## src/rtl/qht_pkg.sv

```systemverilog
package qht_pkg;

  // miss cause codes
  localparam logic [1:0] CAUSE_HIT     = 2'd0;
  localparam logic [1:0] CAUSE_OUTSIDE = 2'd1;
  localparam logic [1:0] CAUSE_EDGE_ON = 2'd2;

  localparam int NUM_CORNERS = 4;
  localparam int QUOT_BITS   = 32;

  // configuration register indexes
  localparam logic [7:0] REG_CORNER_A = 8'd0;
  localparam logic [7:0] REG_CORNER_B = 8'd1;
  localparam logic [7:0] REG_CORNER_C = 8'd2;
  localparam logic [7:0] REG_CORNER_D = 8'd3;

  // quad geometry derived from the corner registers
  typedef struct packed {
    logic [3:0][15:0]   vx;
    logic [3:0][15:0]   vy;
    logic signed [31:0] z0;
    logic signed [16:0] e1x;
    logic signed [16:0] e1y;
    logic signed [32:0] e1z;
    logic signed [16:0] e2x;
    logic signed [16:0] e2y;
    logic signed [32:0] e2z;
    logic signed [34:0] nz;
    logic [35:0]        nz_mag;
  } geom_t;

  // classified item passed from front to back
  typedef struct packed {
    logic               outside;
    logic signed [34:0] c1;
    logic signed [34:0] c2;
  } item_t;

endpackage

```

## src/rtl/qht_queue.sv

```systemverilog
module qht_queue #(
  parameter int DEPTH = 4
) (
  input  logic           clk,
  input  logic           rst,
  input  logic           wr,
  input  qht_pkg::item_t wr_item,
  output logic           is_full,
  input  logic           rd,
  output qht_pkg::item_t rd_item,
  output logic           is_empty
);

  localparam int PW = (DEPTH > 1) ? $clog2(DEPTH) : 1;
  localparam int CW = $clog2(DEPTH + 1);

  qht_pkg::item_t slot [DEPTH];
  logic [PW-1:0]  wptr, rptr;
  logic [CW-1:0]  count;

  assign is_full  = (count == CW'(DEPTH));
  assign is_empty = (count == '0);
  assign rd_item  = slot[rptr];

  // storage
  always_ff @(posedge clk) begin
    if (wr) begin
      slot[wptr] <= wr_item;
    end
  end

  // pointers and fill count
  always_ff @(posedge clk) begin
    if (rst) begin
      wptr  <= '0;
      rptr  <= '0;
      count <= '0;
    end else begin
      if (wr) begin
        wptr <= (wptr == PW'(DEPTH - 1)) ? '0 : wptr + 1'b1;
      end
      if (rd) begin
        rptr <= (rptr == PW'(DEPTH - 1)) ? '0 : rptr + 1'b1;
      end
      if (wr && !rd) begin
        count <= count + 1'b1;
      end else if (rd && !wr) begin
        count <= count - 1'b1;
      end
    end
  end

endmodule

```

## config.mk

```make
export PLATFORM = sky130hd
export DESIGN_NAME = qht_queue
export DESIGN_NICKNAME = d
export VERILOG_FILES = /design/src/rtl/qht_pkg.sv /design/src/rtl/qht_queue.sv
export SDC_FILE = /design/constraint.sdc
export NUM_CORES = 1
export LEC_CHECK = 0
export CAP_MARGIN = 5
export CORE_ASPECT_RATIO = 0.5
export CORE_MARGIN = 1.5
export CORE_UTILIZATION = 31
export CTS_CLUSTER_DIAMETER = 80
export DETAILED_ROUTE_END_ITERATION = 8
export DONT_BUFFER_PORTS = 1
export GPL_TIMING_DRIVEN = 0
export MAX_ROUTING_LAYER = met4
export PLACE_DENSITY_LB_ADDON = 0.2
export REMOVE_ABC_BUFFERS = 1
export SYNTH_ARGS = -nofsm -noshare
export SYNTH_HDL_FRONTEND = slang
export SYNTH_SLANG_ARGS = --single-unit
```

## constraint.sdc

```tcl
create_clock -name clk -period 2.6 [get_ports clk]
set_clock_uncertainty 0.05 [all_clocks]
set_input_delay 0.26 -clock clk [delete_from_list [all_inputs] [get_ports clk]]
set_output_delay 0.26 -clock clk [all_outputs]
set_load 0.02 [all_outputs]
```

# After elaboration in Yosys (flattened, before gate mapping)
# Memory sizes are Yosys's and may differ from the RTL's. A register that Yosys moved wholly into a read port is not among the register bits.
# Index checks and enable logic that the tools add are counted.
[totals]
register_bits = 7
latch_bits = 0
ramBits = 284
romBits = 0
out_inout_bits = 73
wordCells = 25
n_memories = 1
[op_classes]
add_sub_neg = 4
multipliers = 0
div = 0
order_cmp = 0
n_eq_ne = 3
shifts = 0
n_mux = 8
bitwise_logic = 0
n_reduce_logical = 6
[memory_table]
columns = ["memory", "words", "width", "read_ports", "rd_clocked_by_memory_dff", "write_ports", "line_no", "source"]
rows = [
  ["slot", 4, 71, 1, 1, 1, "qht_queue.sv:17", "qht_pkg::item_t slot [DEPTH];"],
]
[op_table]
columns = ["op", "n"]
rows = [
  ["2-bit 2-to-1 mux", 4],
  ["3-bit 2-to-1 mux", 2],
  ["2-bit by 1-bit adder with 2-bit output (second input constant)", 2],
  ["2-bit == test (second input constant)", 2],
  ["3-bit by 1-bit adder with 3-bit output (second input constant)", 1],
  ["3-bit == test (second input constant)", 1],
  ["3-bit logical NOT", 1],
  ["3-bit by 1-bit subtractor with 3-bit output (second input constant)", 1],
  ["1-bit logical AND", 2],
  ["1-bit logical NOT", 2],
  ["1-bit 2-to-1 mux", 2],
  ["2-bit nonzero test", 1],
]

# Logic depth before layout (Yosys ltp)
[depth]
depth_word = 4
depth_mapped = 7
depth_no_buf = 7

# Worst setup path before layout
# OpenSTA, ideal clock, no wires.
[synth_timing]
kind = "register -> register"
startpoint = "reg wptr[0]"
endpoint = "mem slot[3][0] (netlist bit) (enable)"
arrival_time_ps = 2210
t_required_ps = 2114
slack_ps = -97
stages_incl_launch_ff = 3
path_buffers = 0
period_less_slack_ps = 2697
path_cell_list = "dfxtp_1 > ha_1 > and2_1"
[synth_lines]
columns = ["item", "line_no", "source"]
rows = [
  ["start: declaration", "qht_queue.sv:18", "logic [PW-1:0] wptr, rptr;"],
  ["start signal: assignment", "qht_queue.sv:40", "wptr <= (wptr == PW'(DEPTH - 1)) ? '0 : wptr + 1'b1;"],
  ["end: declaration", "qht_queue.sv:17", ""],
]
# Straight into the memory's write port.

==> run_results.csv <==
group,metric,value,unit
status,outcome,"complete, no violations",
power_and_ir_drop,ir_drop,0.382,mV
placement,portBuffers,0,
yosys,yosysSeqAreaShare,0.809,
global_routing,grt_max_degree,51,
clock_network,clock-sinks,293,
placement,gp_congestion,0.645,
floorplan,die_width,266,um
yosys,syn_inst,415,
finish,seq_area,8720,um^2
worst_hold_path,min_path_cells,3,
sta,slew_headroom,0.558,
worst_hold_path,hold_class,"input port to flop",
worst_setup_path,critPathMaxStageDelay,0.63,ns
global_routing,grt_usage,0.122,
power_and_ir_drop,cell_internal_pwr,7.95,mW
finish,drive_gt1_frac,0.226,
sta,drv_slew,0,
sta,finalHoldViolations,0,
clock_network,cts_tree,"built",
clock_network,root_buffer,"clkbuf_16",
floorplan,core_area,33600,um^2
floorplan,num_rows,47,
yosys,synth_top_area_cell,"edfxtp_1",
power_and_ir_drop,p_leak,4.02,nW
yosys,async_flop_share,0,
power_and_ir_drop,power_frac_comb,0.092,
job,maxCapViolations,0,
worst_setup_path,worst_ep_required_time,2.29,ns
floorplan,ios,148,
routing,vias,4509,
global_routing,antenna_found_initial,0,
global_routing,met1_usage,0.152,
worst_setup_path,endpoint_kind,"output pin",
power_and_ir_drop,pwr-share-clk,0.375,
yosys,netlist_area,10800,um^2
yosys,ys.flop_type,"edfxtp_1",
sta,min_period,2.35,ns
finish,syn_to_final_growth,20.3,%
global_routing,use_met3,0.0297,
yosys,synthTopCellsByArea,"edfxtp_1, mux4_2, dfxtp_1",
global_routing,grt_first_pass_wirelength,31100,um
worst_setup_path,crit_path_start_kind,"flop",
placement,hpwl,12100,um
finish,multi_input_area,1860,um^2
global_routing,grt_overflow,0,
worst_setup_path,reg2reg_from,"wptr[0]",
sta,finalSetupViolations,0,
worst_setup_path,crit_chain,"buf_16 > mux4_1",
clock_network,h-tree-depth,1,
routing,viasPerCell,4.55,
global_routing,grt_pass1_vias,4848,
yosys,ys.warnings.count,0,
yosys,synth_top_area_share,0.792,
yosys,synth_cell_type_count,20,
worst_setup_path,crit_slowest_cell,"dfxtp_4",
floorplan,initial_core_util,0.320,
finish,fillers,3044,
worst_setup_path,arrival,2.04,ns
routing,drc,0,
yosys,synth_seq_cells,293,
placement,placed_area,11300,um^2
global_routing,top_usage_layer,"met2",
global_routing,grt_use_met2,0.201,
clock_network,cts_inserted_buffers,27,
clock_network,path_clk_slew,0.06,ns
placement,dp_slack,0.185,ns
yosys,synth_edf_count,284,
sta,rsz0062_at_grt,"false",
finish,finalNetCount,593,
sta,layout_setup_ws,0.255,ns
sta,tightest_slew,0.662,ns
yosys,synth_area_per_cell,25.9,um^2
power_and_ir_drop,netSwitchingPower,2.32,mW
worst_setup_path,reg2regPathDepth,3,
power_and_ir_drop,powerDensity,793,nW/um^2
power_and_ir_drop,p_seq_frac,0.532,
floorplan,dieArea,35900,um^2
power_and_ir_drop,power,10.3,mW
power_and_ir_drop,swShare,0.226,
routing,first_iter_violations,308,
sta,final.period_utilization,0.902,
floorplan,chipHeight,135,um
routing,route.detailed.wl_per_inst,21.4,um
clock_network,cts.path.max_buffers,3,
finish,final_area,13000,um^2
worst_setup_path,critPathKind,"flop to output pin",
routing,wl,21200,um
routing,dr.pass1.iters,4,
finish,antennaDiodeCount,0,
yosys,synth_most_common_cell,"edfxtp_1",
worst_setup_path,path_max_fanout,48,
sta,whs,0.0671,ns
worst_hold_path,hold_start,"wr",
routing,drtAntennaViolNets,0,
sta,fmaxAchievable,0.426,GHz
clock_network,clock_latency,0.54,ns
yosys,synth_commonest_cells,"edfxtp_1, mux4_2, dfxtp_1",
==> final timing paths <==
| path | to | slack (ns) |
|---|---|---|
| max | rd_item[51] | 0.25 |
| min | count[1] | 0.07 |
| max reg2reg | slot[3][26] | 0.81 |
| min reg2reg | count[2] | 0.47 |
==> power groups by stage <==
stage,registers [mW],logic (mW),clock network [mW]
after detailed placement,5.60,0.802,0
after global placement,5.68,0.739,0
after global routing,5.49,1.01,4.16
after CTS,5.47,0.984,3.98
after floorplan,5.61,0.579,0
final,5.47,0.946,3.86
==> cell usage in the layout (no fill, tap or decap) <==
master	instances
a21oi_1	2
and2_4	4
buf_12	2
buf_16	6
buf_4	1
bufinv_16	3
clkbuf_1	4
clkbuf_16	27
clkinv_1	6
clkinv_2	3
clkinv_4	1
dfxtp_1	7
dfxtp_4	2
dlygate4sd3_1	74
edfxtp_1	284
fa_1	1
ha_1	6
inv_1	4
mux2i_1	4
mux4_1	1
mux4_2	70
nor2_1	7
nor3_1	1
nor3b_1	2
o21ai_0	1
or3_1	1
xor2_1	2
==> metal layers <==
layer	share of wire	routed length (um)
met3	0.038	802
met5	0	0
met1	0.43	9080
met2	0.51	10900
met4	0.020	419
==> repair_timing <==
| item | CTS | global route |
|---|---|---|
| endpoints found under the hold margin | 293 | 0 |
| buffers inserted | 3 | 0 |
| hold buffers | 74 | 0 |
| gates resized for setup | 0 | 0 |
| setup endpoints to repair | 39 | 0 |
==> stage by stage <==
step                setup TNS [ns]  utilization  instances
finish                           0        0.385        991
detailed placement               0        0.337        870
global route                     0        0.385        991
global placement           -722.23        0.332        864
CTS                              0        0.385        991
floorplan                  -126.70            -        399
==> kinds of logic (layout without fill, tap and decap cells) <==
group	count (synthesis)	count (layout)	synth area share
adder cells (fa/ha/maj)	7	7	0.00884
multiplexers	75	75	0.153
AO/OA/AOI/OAI	3	3	0.00139
flip-flops	293	293	0.809
XOR/XNOR	2	2	0.00163
buffers and inverters	20	131	0.0191
AND/OR/NAND/NOR	15	15	0.00721
==> critical path: cells and delay by family, from the launching register on <==
family | cells | cell delay [ns]
DFF | 1 | 0.63
muxes | 1 | 0.49
buffers and inverters | 1 | 0.34
==> flip-flops by register name, indices dropped and copies added, names as in the netlist, named ones only <==
name   cells
rptr       2
slot     284
wptr       2
count      3
==> layout make-up <==
class,instances,share of cell area
Sequential cell,293,0.673
Multi-Input combinational cell,102,0.143
Timing Repair Buffer,83,0.0736
Clock buffer,31,0.0533
Tap cell,465,0.0449
Clock inverter,13,0.0105
Inverter,4,0.00116
Power figures use the tool's default switching activity.
