**src/rtl/qht_pkg.sv**
```systemverilog
package qht_pkg;

  // miss cause codes
  localparam logic [1:0] CAUSE_HIT     = 2'd0;
  localparam logic [1:0] CAUSE_OUTSIDE = 2'd1;
  localparam logic [1:0] CAUSE_EDGE_ON = 2'd2;

  localparam int NUM_CORNERS = 4;
  localparam int QUOT_BITS   = 32;

  // configuration register indexes
  localparam logic [7:0] REG_CORNER_A = 8'd0;
  localparam logic [7:0] REG_CORNER_B = 8'd1;
  localparam logic [7:0] REG_CORNER_C = 8'd2;
  localparam logic [7:0] REG_CORNER_D = 8'd3;

  // quad geometry derived from the corner registers
  typedef struct packed {
    logic [3:0][15:0]   vx;
    logic [3:0][15:0]   vy;
    logic signed [31:0] z0;
    logic signed [16:0] e1x;
    logic signed [16:0] e1y;
    logic signed [32:0] e1z;
    logic signed [16:0] e2x;
    logic signed [16:0] e2y;
    logic signed [32:0] e2z;
    logic signed [34:0] nz;
    logic [35:0]        nz_mag;
  } geom_t;

  // classified item passed from front to back
  typedef struct packed {
    logic               outside;
    logic signed [34:0] c1;
    logic signed [34:0] c2;
  } item_t;

endpackage

```
**src/rtl/qht_cfg.sv**
```systemverilog
module qht_cfg (
  input  logic               clk,
  input  logic               rst,
  input  logic               wr_en,
  input  logic [7:0]         wr_index,
  input  logic [63:0]        wr_data,
  output qht_pkg::geom_t     geom
);

  logic [3:0][63:0]   corner;
  logic signed [16:0] e1x, e1y, e2x, e2y;
  logic signed [32:0] e1z, e2z;
  logic signed [33:0] p1, p2;
  logic signed [34:0] nz;
  logic [35:0]        nz_mag;

  // corner registers, writes beyond the list are dropped
  always_ff @(posedge clk) begin
    if (rst) begin
      corner <= '0;
    end else if (wr_en) begin
      case (wr_index)
        qht_pkg::REG_CORNER_A: corner[0] <= wr_data;
        qht_pkg::REG_CORNER_B: corner[1] <= wr_data;
        qht_pkg::REG_CORNER_C: corner[2] <= wr_data;
        qht_pkg::REG_CORNER_D: corner[3] <= wr_data;
        default: ;
      endcase
    end
  end

  // edge vectors, normal z and its magnitude
  always_ff @(posedge clk) begin
    e1x    <= 17'($signed(corner[1][15:0]))  - 17'($signed(corner[0][15:0]));
    e1y    <= 17'($signed(corner[1][31:16])) - 17'($signed(corner[0][31:16]));
    e1z    <= 33'($signed(corner[1][63:32])) - 33'($signed(corner[0][63:32]));
    e2x    <= 17'($signed(corner[2][15:0]))  - 17'($signed(corner[0][15:0]));
    e2y    <= 17'($signed(corner[2][31:16])) - 17'($signed(corner[0][31:16]));
    e2z    <= 33'($signed(corner[2][63:32])) - 33'($signed(corner[0][63:32]));
    p1     <= e1x * e2y;
    p2     <= e1y * e2x;
    nz     <= 35'(p1) - 35'(p2);
    nz_mag <= nz[34] ? 36'(-nz) : 36'(nz);
  end

  always_comb begin
    for (int i = 0; i < qht_pkg::NUM_CORNERS; i++) begin
      geom.vx[i] = corner[i][15:0];
      geom.vy[i] = corner[i][31:16];
    end
    geom.z0     = $signed(corner[0][63:32]);
    geom.e1x    = e1x;
    geom.e1y    = e1y;
    geom.e1z    = e1z;
    geom.e2x    = e2x;
    geom.e2y    = e2y;
    geom.e2z    = e2z;
    geom.nz     = nz;
    geom.nz_mag = nz_mag;
  end

endmodule

```
**config.mk**
```make
export PLATFORM = sky130hd
export DESIGN_NAME = qht_cfg
export DESIGN_NICKNAME = d
export VERILOG_FILES = /design/src/rtl/qht_pkg.sv /design/src/rtl/qht_cfg.sv
export SDC_FILE = /design/constraint.sdc
export NUM_CORES = 2
export LEC_CHECK = 0
export BUFFER_PORTS_ARGS = -buffer_cell sky130_fd_sc_hd__buf_2
export CORE_UTILIZATION = 66
export DETAILED_ROUTE_END_ITERATION = 16
export GPL_TIMING_DRIVEN = 0
export MAX_ROUTING_LAYER = met4
export PLACE_DENSITY = 0.88
export RECOVER_POWER = 50
export SKIP_CTS_REPAIR_TIMING = 1
export SYNTH_ARGS = -nofsm -noshare
export SYNTH_HDL_FRONTEND = slang
export SYNTH_SLANG_ARGS = --single-unit
export TNS_END_PERCENT = 5
```
**constraint.sdc**
```tcl
create_clock -name clk -period 16.3 [get_ports clk]
set_input_delay 0.815 -clock clk [delete_from_list [all_inputs] [get_ports clk]]
set_output_delay 0.815 -clock clk [all_outputs]
set_load 0.03 [all_outputs]
```
==> Word level (Yosys, flattened, before mapping) <==
Index checks and enable logic that the tools add are counted.
{ "word_totals": {"ff_bits": 497, "input_bits": 75, "out_inout_bits": 365, "word_cells": 34} }
{ "op_classes": {"add_sub_neg": 8, "n_mul": 2, "n_eq_ne": 3, "n_mux": 1, "n_reduce_logical": 5} }
{ "ops": {"columns": ["operator", "n"], "rows": [
  ["$mul A17 B17 Y34", 2],
  ["$sub A16 B16 Y17", 4],
  ["$sub A32 B32 Y33", 2],
  ["$neg A35 Y36", 1],
  ["$sub A34 B34 Y35", 1],
  ["$mux W34", 1],
  ["$eq A8 B2 Y1 const B", 2],
  ["$eq A8 B1 Y1 const B", 1],
  ["$logic_not A8 Y1", 1],
  ["$reduce_and A2 Y1", 4]
]} }

==> Logic depth before layout (Yosys ltp) <==
{ "logic_depth": {"word_depth": 2, "depth_mapped": 24, "mapped_depth_nobuf": 23} }

==> Worst setup path before layout <==
No wires, ideal clock.
{ "synth_path": {"kind": "reg2reg", "startpoint": "register e2x[2]", "endpoint": "register p2[33]", "setup_ps": 132, "t_arrival_ps": 6237, "t_required_ps": 16168, "slack_ps": 9932, "path_stages_with_launch": 22, "n_path_buf": 1, "period_less_slack_ps": 6368, "cell_sequence": "dfxtp_1 > clkbuf_1 > nand2_1 > fa_1 > fa_1 > fa_1 > fa_1 > inv_1 > fa_1 > inv_1 > fa_1 > inv_1 > ha_1 > a21o_1 > a21o_1 > a21oi_1 > o21bai_1 > a221oi_2 > o31a_1 > o2111ai_1 > a2111oi_0 > nor3b_1"} }
{ "synth_between": {"elab_chain_cells": 1} }
{ "synth_lines": {"columns": ["item", "line_no", "source"], "rows": [
  ["from (decl)", "qht_cfg.sv:11", "logic signed [16:0] e1x, e1y, e2x, e2y;"],
  ["from (signal assigned)", "qht_cfg.sv:37", "e2x <= 17'($signed(corner[2][15:0])) - 17'($signed(corner[0][15:0]));"],
  ["$mul A17 B17 Y34", "qht_cfg.sv:41", "p2 <= e1y * e2x;"],
  ["to (signal assigned)", "qht_cfg.sv:41", null],
  ["to (decl)", "qht_cfg.sv:13", "logic signed [33:0] p1, p2;"]
]} }
No other way between the ends.
A chain may end at the register's enable or synchronous reset.

==> Final worst setup path <==
{ "layout_path": {"startpoint": "register e2x[2]", "endpoint": "register p2[32]"} }
Same word-level chain as after synthesis.

==> impl_summary.log <==
INFO  metric cap_violations = 0
INFO  metric final_nets = roughly 6600
INFO  metric tritoncts_clock_tree = yes
INFO  metric period_needed = approximately 7.6 ns
INFO  metric synth_largest_area_cell = sky130_fd_sc_hd__fa_1
INFO  metric skew = between 0.05 and 0.06 ns
INFO  metric synth-async-reset-ratio = 0%
INFO  metric critPathKind = register to register
INFO  metric die-height = approximately 260 µm
INFO  metric slew_headroom = about a fifth
INFO  metric gr_util_all_layers = roughly two fifths
INFO  metric antenna_violations_before_repair = 8
INFO  metric regArea = a little under 10000 µm²
INFO  metric drt-initial-drc-count = just under 3000
INFO  metric global_route.overflow_total = 0
INFO  metric route.detailed.wl_per_inst = 20.60 µm
INFO  metric synth.distinct_cells = 78
INFO  metric worst_min_path_start = nz[0]
INFO  metric setup_tns = 0 ns
INFO  metric via_count_of_the_first_global_routing_pass = slightly below 40000
INFO  metric die_ar = approximately 69000 µm²
INFO  metric clk_path_buf_depth = 3
INFO  metric cp-startpoint = e2x[2]
INFO  metric yosysWarningCount = 0
INFO  metric synthesized_netlist_net_count = between 6000 and 7000
INFO  metric p_leak = between 20 and 25 nW
INFO  metric critical_path_required = about 17 ns
INFO  metric drt_wl_total = between 100000 and 150000 µm
INFO  metric worst-path-max-fanout = 10
INFO  metric timing_max_transition_violations_final = 0
INFO  metric met1_usage = a little under half
INFO  metric cp-end-kind = register
INFO  metric f_max = between 100 and 150 MHz
INFO  metric status = complete, no violations
INFO  metric detailed_place_hpwl = roughly 110000 µm
INFO  metric critical_path.reg2reg.startpoint = e2x[2]
INFO  metric fp.coreArea = 66330 µm²
INFO  metric cts_made_buffers = 54
INFO  metric start_kind = register
INFO  metric path_clk_slew = approximately 0.07 ns
INFO  metric synth_commonest_cells = sky130_fd_sc_hd__nand2_1, sky130_fd_sc_hd__inv_1, sky130_fd_sc_hd__fa_1, sky130_fd_sc_hd__dfxtp_1, sky130_fd_sc_hd__a21oi_1
INFO  metric cts.htree.levels = 2
INFO  metric post_synth_inst_count = roughly 5100
INFO  metric pin_count = 440
INFO  metric post_route_cells_drive_above_1_share = 7.300%
INFO  metric yosysMostFrequentCell = sky130_fd_sc_hd__nand2_1
INFO  metric max_slew.worst_pin.slew = roughly 1.2 ns
INFO  metric yosys_register_bits = a little under 500
INFO  metric area.growth.synth_to_final = 10.76%
INFO  metric ys.flop_type = sky130_fd_sc_hd__dfxtp_1
INFO  metric synth_area = roughly 45000 µm²
INFO  metric yosys.area.top_type_share = between 20% and 30%
INFO  metric globalRoute.busiestLayer = met2
INFO  metric holdCritPathClass = register to register
INFO  metric worst-endpoint-arrival = 8.12 ns
INFO  metric floorplan.initialDensity = around two thirds
INFO  metric grt_pass1_wl = just over 200000 µm
INFO  metric clkLatencyLatePin = about 0.67 ns
INFO  metric setup_viol_count_final = 0
INFO  metric num-fill-cells = roughly 4900
INFO  metric grt_start_max_net_pins = 18
INFO  metric clock-sinks = 497
INFO  metric io_buffers = 437
INFO  metric netlist_top_cells_area = sky130_fd_sc_hd__fa_1, sky130_fd_sc_hd__dfxtp_1, sky130_fd_sc_hd__ha_1, sky130_fd_sc_hd__nand2_1, sky130_fd_sc_hd__inv_1
INFO  metric fin_crit_sh = 46.60%
INFO  metric dieWidth = approximately 260 µm
INFO  metric met2_usage = 64.12%
INFO  metric vdd_ir_drop_max = approximately 0.000090 V
INFO  metric ant_nets = 0
INFO  metric drt_drc_violations_left = 0
INFO  metric power.density = 64.95 nW/µm²
INFO  metric synth_enable_flop_cells = 0
INFO  metric vias_cell = 5.802
INFO  metric groute.layer.met3.usage = ~9.9%
INFO  metric multiInputGateArea = just under 30000 µm²
INFO  metric synth_area_per_cell = about 8.8 µm²
INFO  metric cts.root.buffer_cell = sky130_fd_sc_hd__clkbuf_16
INFO  metric dr_total_vias = 37480
INFO  metric detail_route.first_pass.iterations = 6
INFO  metric timing_hold_violations_final = 0
INFO  metric placement.setup.worst_slack = a little under 9 ns
INFO  metric ys_seq_area_share = between 20% and 30%
INFO  metric place.gp.congestion = approximately 1.0
INFO  metric setup_slack = about 8.7 ns
INFO  metric rsz0062_at_grt = false
INFO  metric placementRows = 94
==> cell usage in the layout (no fill, tap or decap), types with 44 or more instances in the layout <==
master                        n
sky130_fd_sc_hd__clkbuf_16   54
sky130_fd_sc_hd__inv_1      811
sky130_fd_sc_hd__buf_2      124
sky130_fd_sc_hd__xnor2_1    163
sky130_fd_sc_hd__and2_1     291
sky130_fd_sc_hd__a21o_1      73
sky130_fd_sc_hd__clkbuf_1   476
sky130_fd_sc_hd__buf_4      160
sky130_fd_sc_hd__fa_1       599
sky130_fd_sc_hd__nand2_1    816
sky130_fd_sc_hd__nand2b_1    46
sky130_fd_sc_hd__o21ai_0    102
sky130_fd_sc_hd__dfxtp_1    497
sky130_fd_sc_hd__nor3_1      44
sky130_fd_sc_hd__nor2_1     138
sky130_fd_sc_hd__ha_1       333
sky130_fd_sc_hd__xor2_1      55
sky130_fd_sc_hd__a21oi_1    374
==> logic make-up (layout without fill, tap and decap cells) <==
family / after synthesis / after routing / share of synthesized area [%]
multiplexers: 3 / 3 / 0.06726
AND/OR/NAND/NOR: 1498 / 1498 / 15.53
AO/OA/AOI/OAI: 775 / 775 / 10.75
flip-flops: 497 / 497 / 22.29
buffers and inverters: 1129 / 1665 / 10.89
other: 1 / 8 / 0.008399
XOR/XNOR: 218 / 218 / 4.277
adder cells (fa/ha/maj): 932 / 932 / 36.19
==> critical path, cell delays in order, from the launching register on <==
cell and delay [ns]:
sky130_fd_sc_hd__dfxtp_1 0.75, sky130_fd_sc_hd__clkbuf_1 0.56, sky130_fd_sc_hd__nand2_1 0.20, sky130_fd_sc_hd__inv_1 0.16, sky130_fd_sc_hd__fa_1 0.55, sky130_fd_sc_hd__fa_1 0.97
sky130_fd_sc_hd__fa_1 0.55, sky130_fd_sc_hd__fa_1 0.51, sky130_fd_sc_hd__fa_1 0.49, sky130_fd_sc_hd__inv_1 0.05, sky130_fd_sc_hd__fa_1 0.47, sky130_fd_sc_hd__inv_1 0.04
sky130_fd_sc_hd__ha_1 0.36, sky130_fd_sc_hd__nand2_1 0.10, sky130_fd_sc_hd__nor2_1 0.20, sky130_fd_sc_hd__and4_1 0.25, sky130_fd_sc_hd__o2111ai_1 0.12, sky130_fd_sc_hd__o21ai_0 0.47
sky130_fd_sc_hd__o211ai_1 0.22, sky130_fd_sc_hd__nand3b_1 0.14, sky130_fd_sc_hd__a31oi_1 0.11, sky130_fd_sc_hd__xnor2_1 0.19
==> stage by stage <==
step / area [µm²] / total power [mW] / hold slack [ns] / utilization, % / cells
4_1_cts: 49860 / 3.211 / 0.3978 / 75.17 / 6453
6_report: 49450 / 3.212 / 0.4101 / 74.55 / 6460
2_1_floorplan: 44650 / 1.694 / 0.4363 / - / 5053
3_5_place_dp: 47910 / 1.890 / 0.4129 / 72.23 / 6354
5_1_grt: 49450 / 3.299 / 0.4109 / 74.55 / 6460
3_3_place_gp: 47910 / 1.879 / 0.4078 / 72.23 / 6354
==> layer usage <==
metal	part of all wire [%]	routed length, µm
met1	36	47610
met2	46	61340
met3	10	13510
met4	8.0	10610
met5	0	0
==> worst paths after layout <==
kind,depth (start not counted),slack (ns),to
worst min-delay path,0,0.41,nz_mag[0]
worst max-delay path,21,8.70,p2[32]
worst min register to register,0,0.41,nz_mag[0]
worst max register to register,21,8.70,p2[32]
==> power by group <==
group | internal (mW) | total, mW | switching, mW
registers | 1.28 | 1.35 | 0.0721
logic | 0.158 | 0.515 | 0.357
clock network | 0.784 | 1.34 | 0.559
==> state kept, by name (all words and copies together), names as in the netlist, 33 cells and up <==
name    count
corner     64
e1z        33
e2z        33
geom      160
nz         35
nz_mag     36
p1         34
p2         34
==> area by class of cell <==
class	count	area share [%]
Antenna cell	7	0.03542
Buffer	318	3.679
Clock buffer	72	3.112
Clock inverter	27	0.8274
Inverter	811	6.156
Multi-Input combinational cell	3427	60.30
Sequential cell	497	20.12
Tap cell	864	2.186
Timing Repair Buffer	437	3.580
Power figures use the tool's default switching activity.
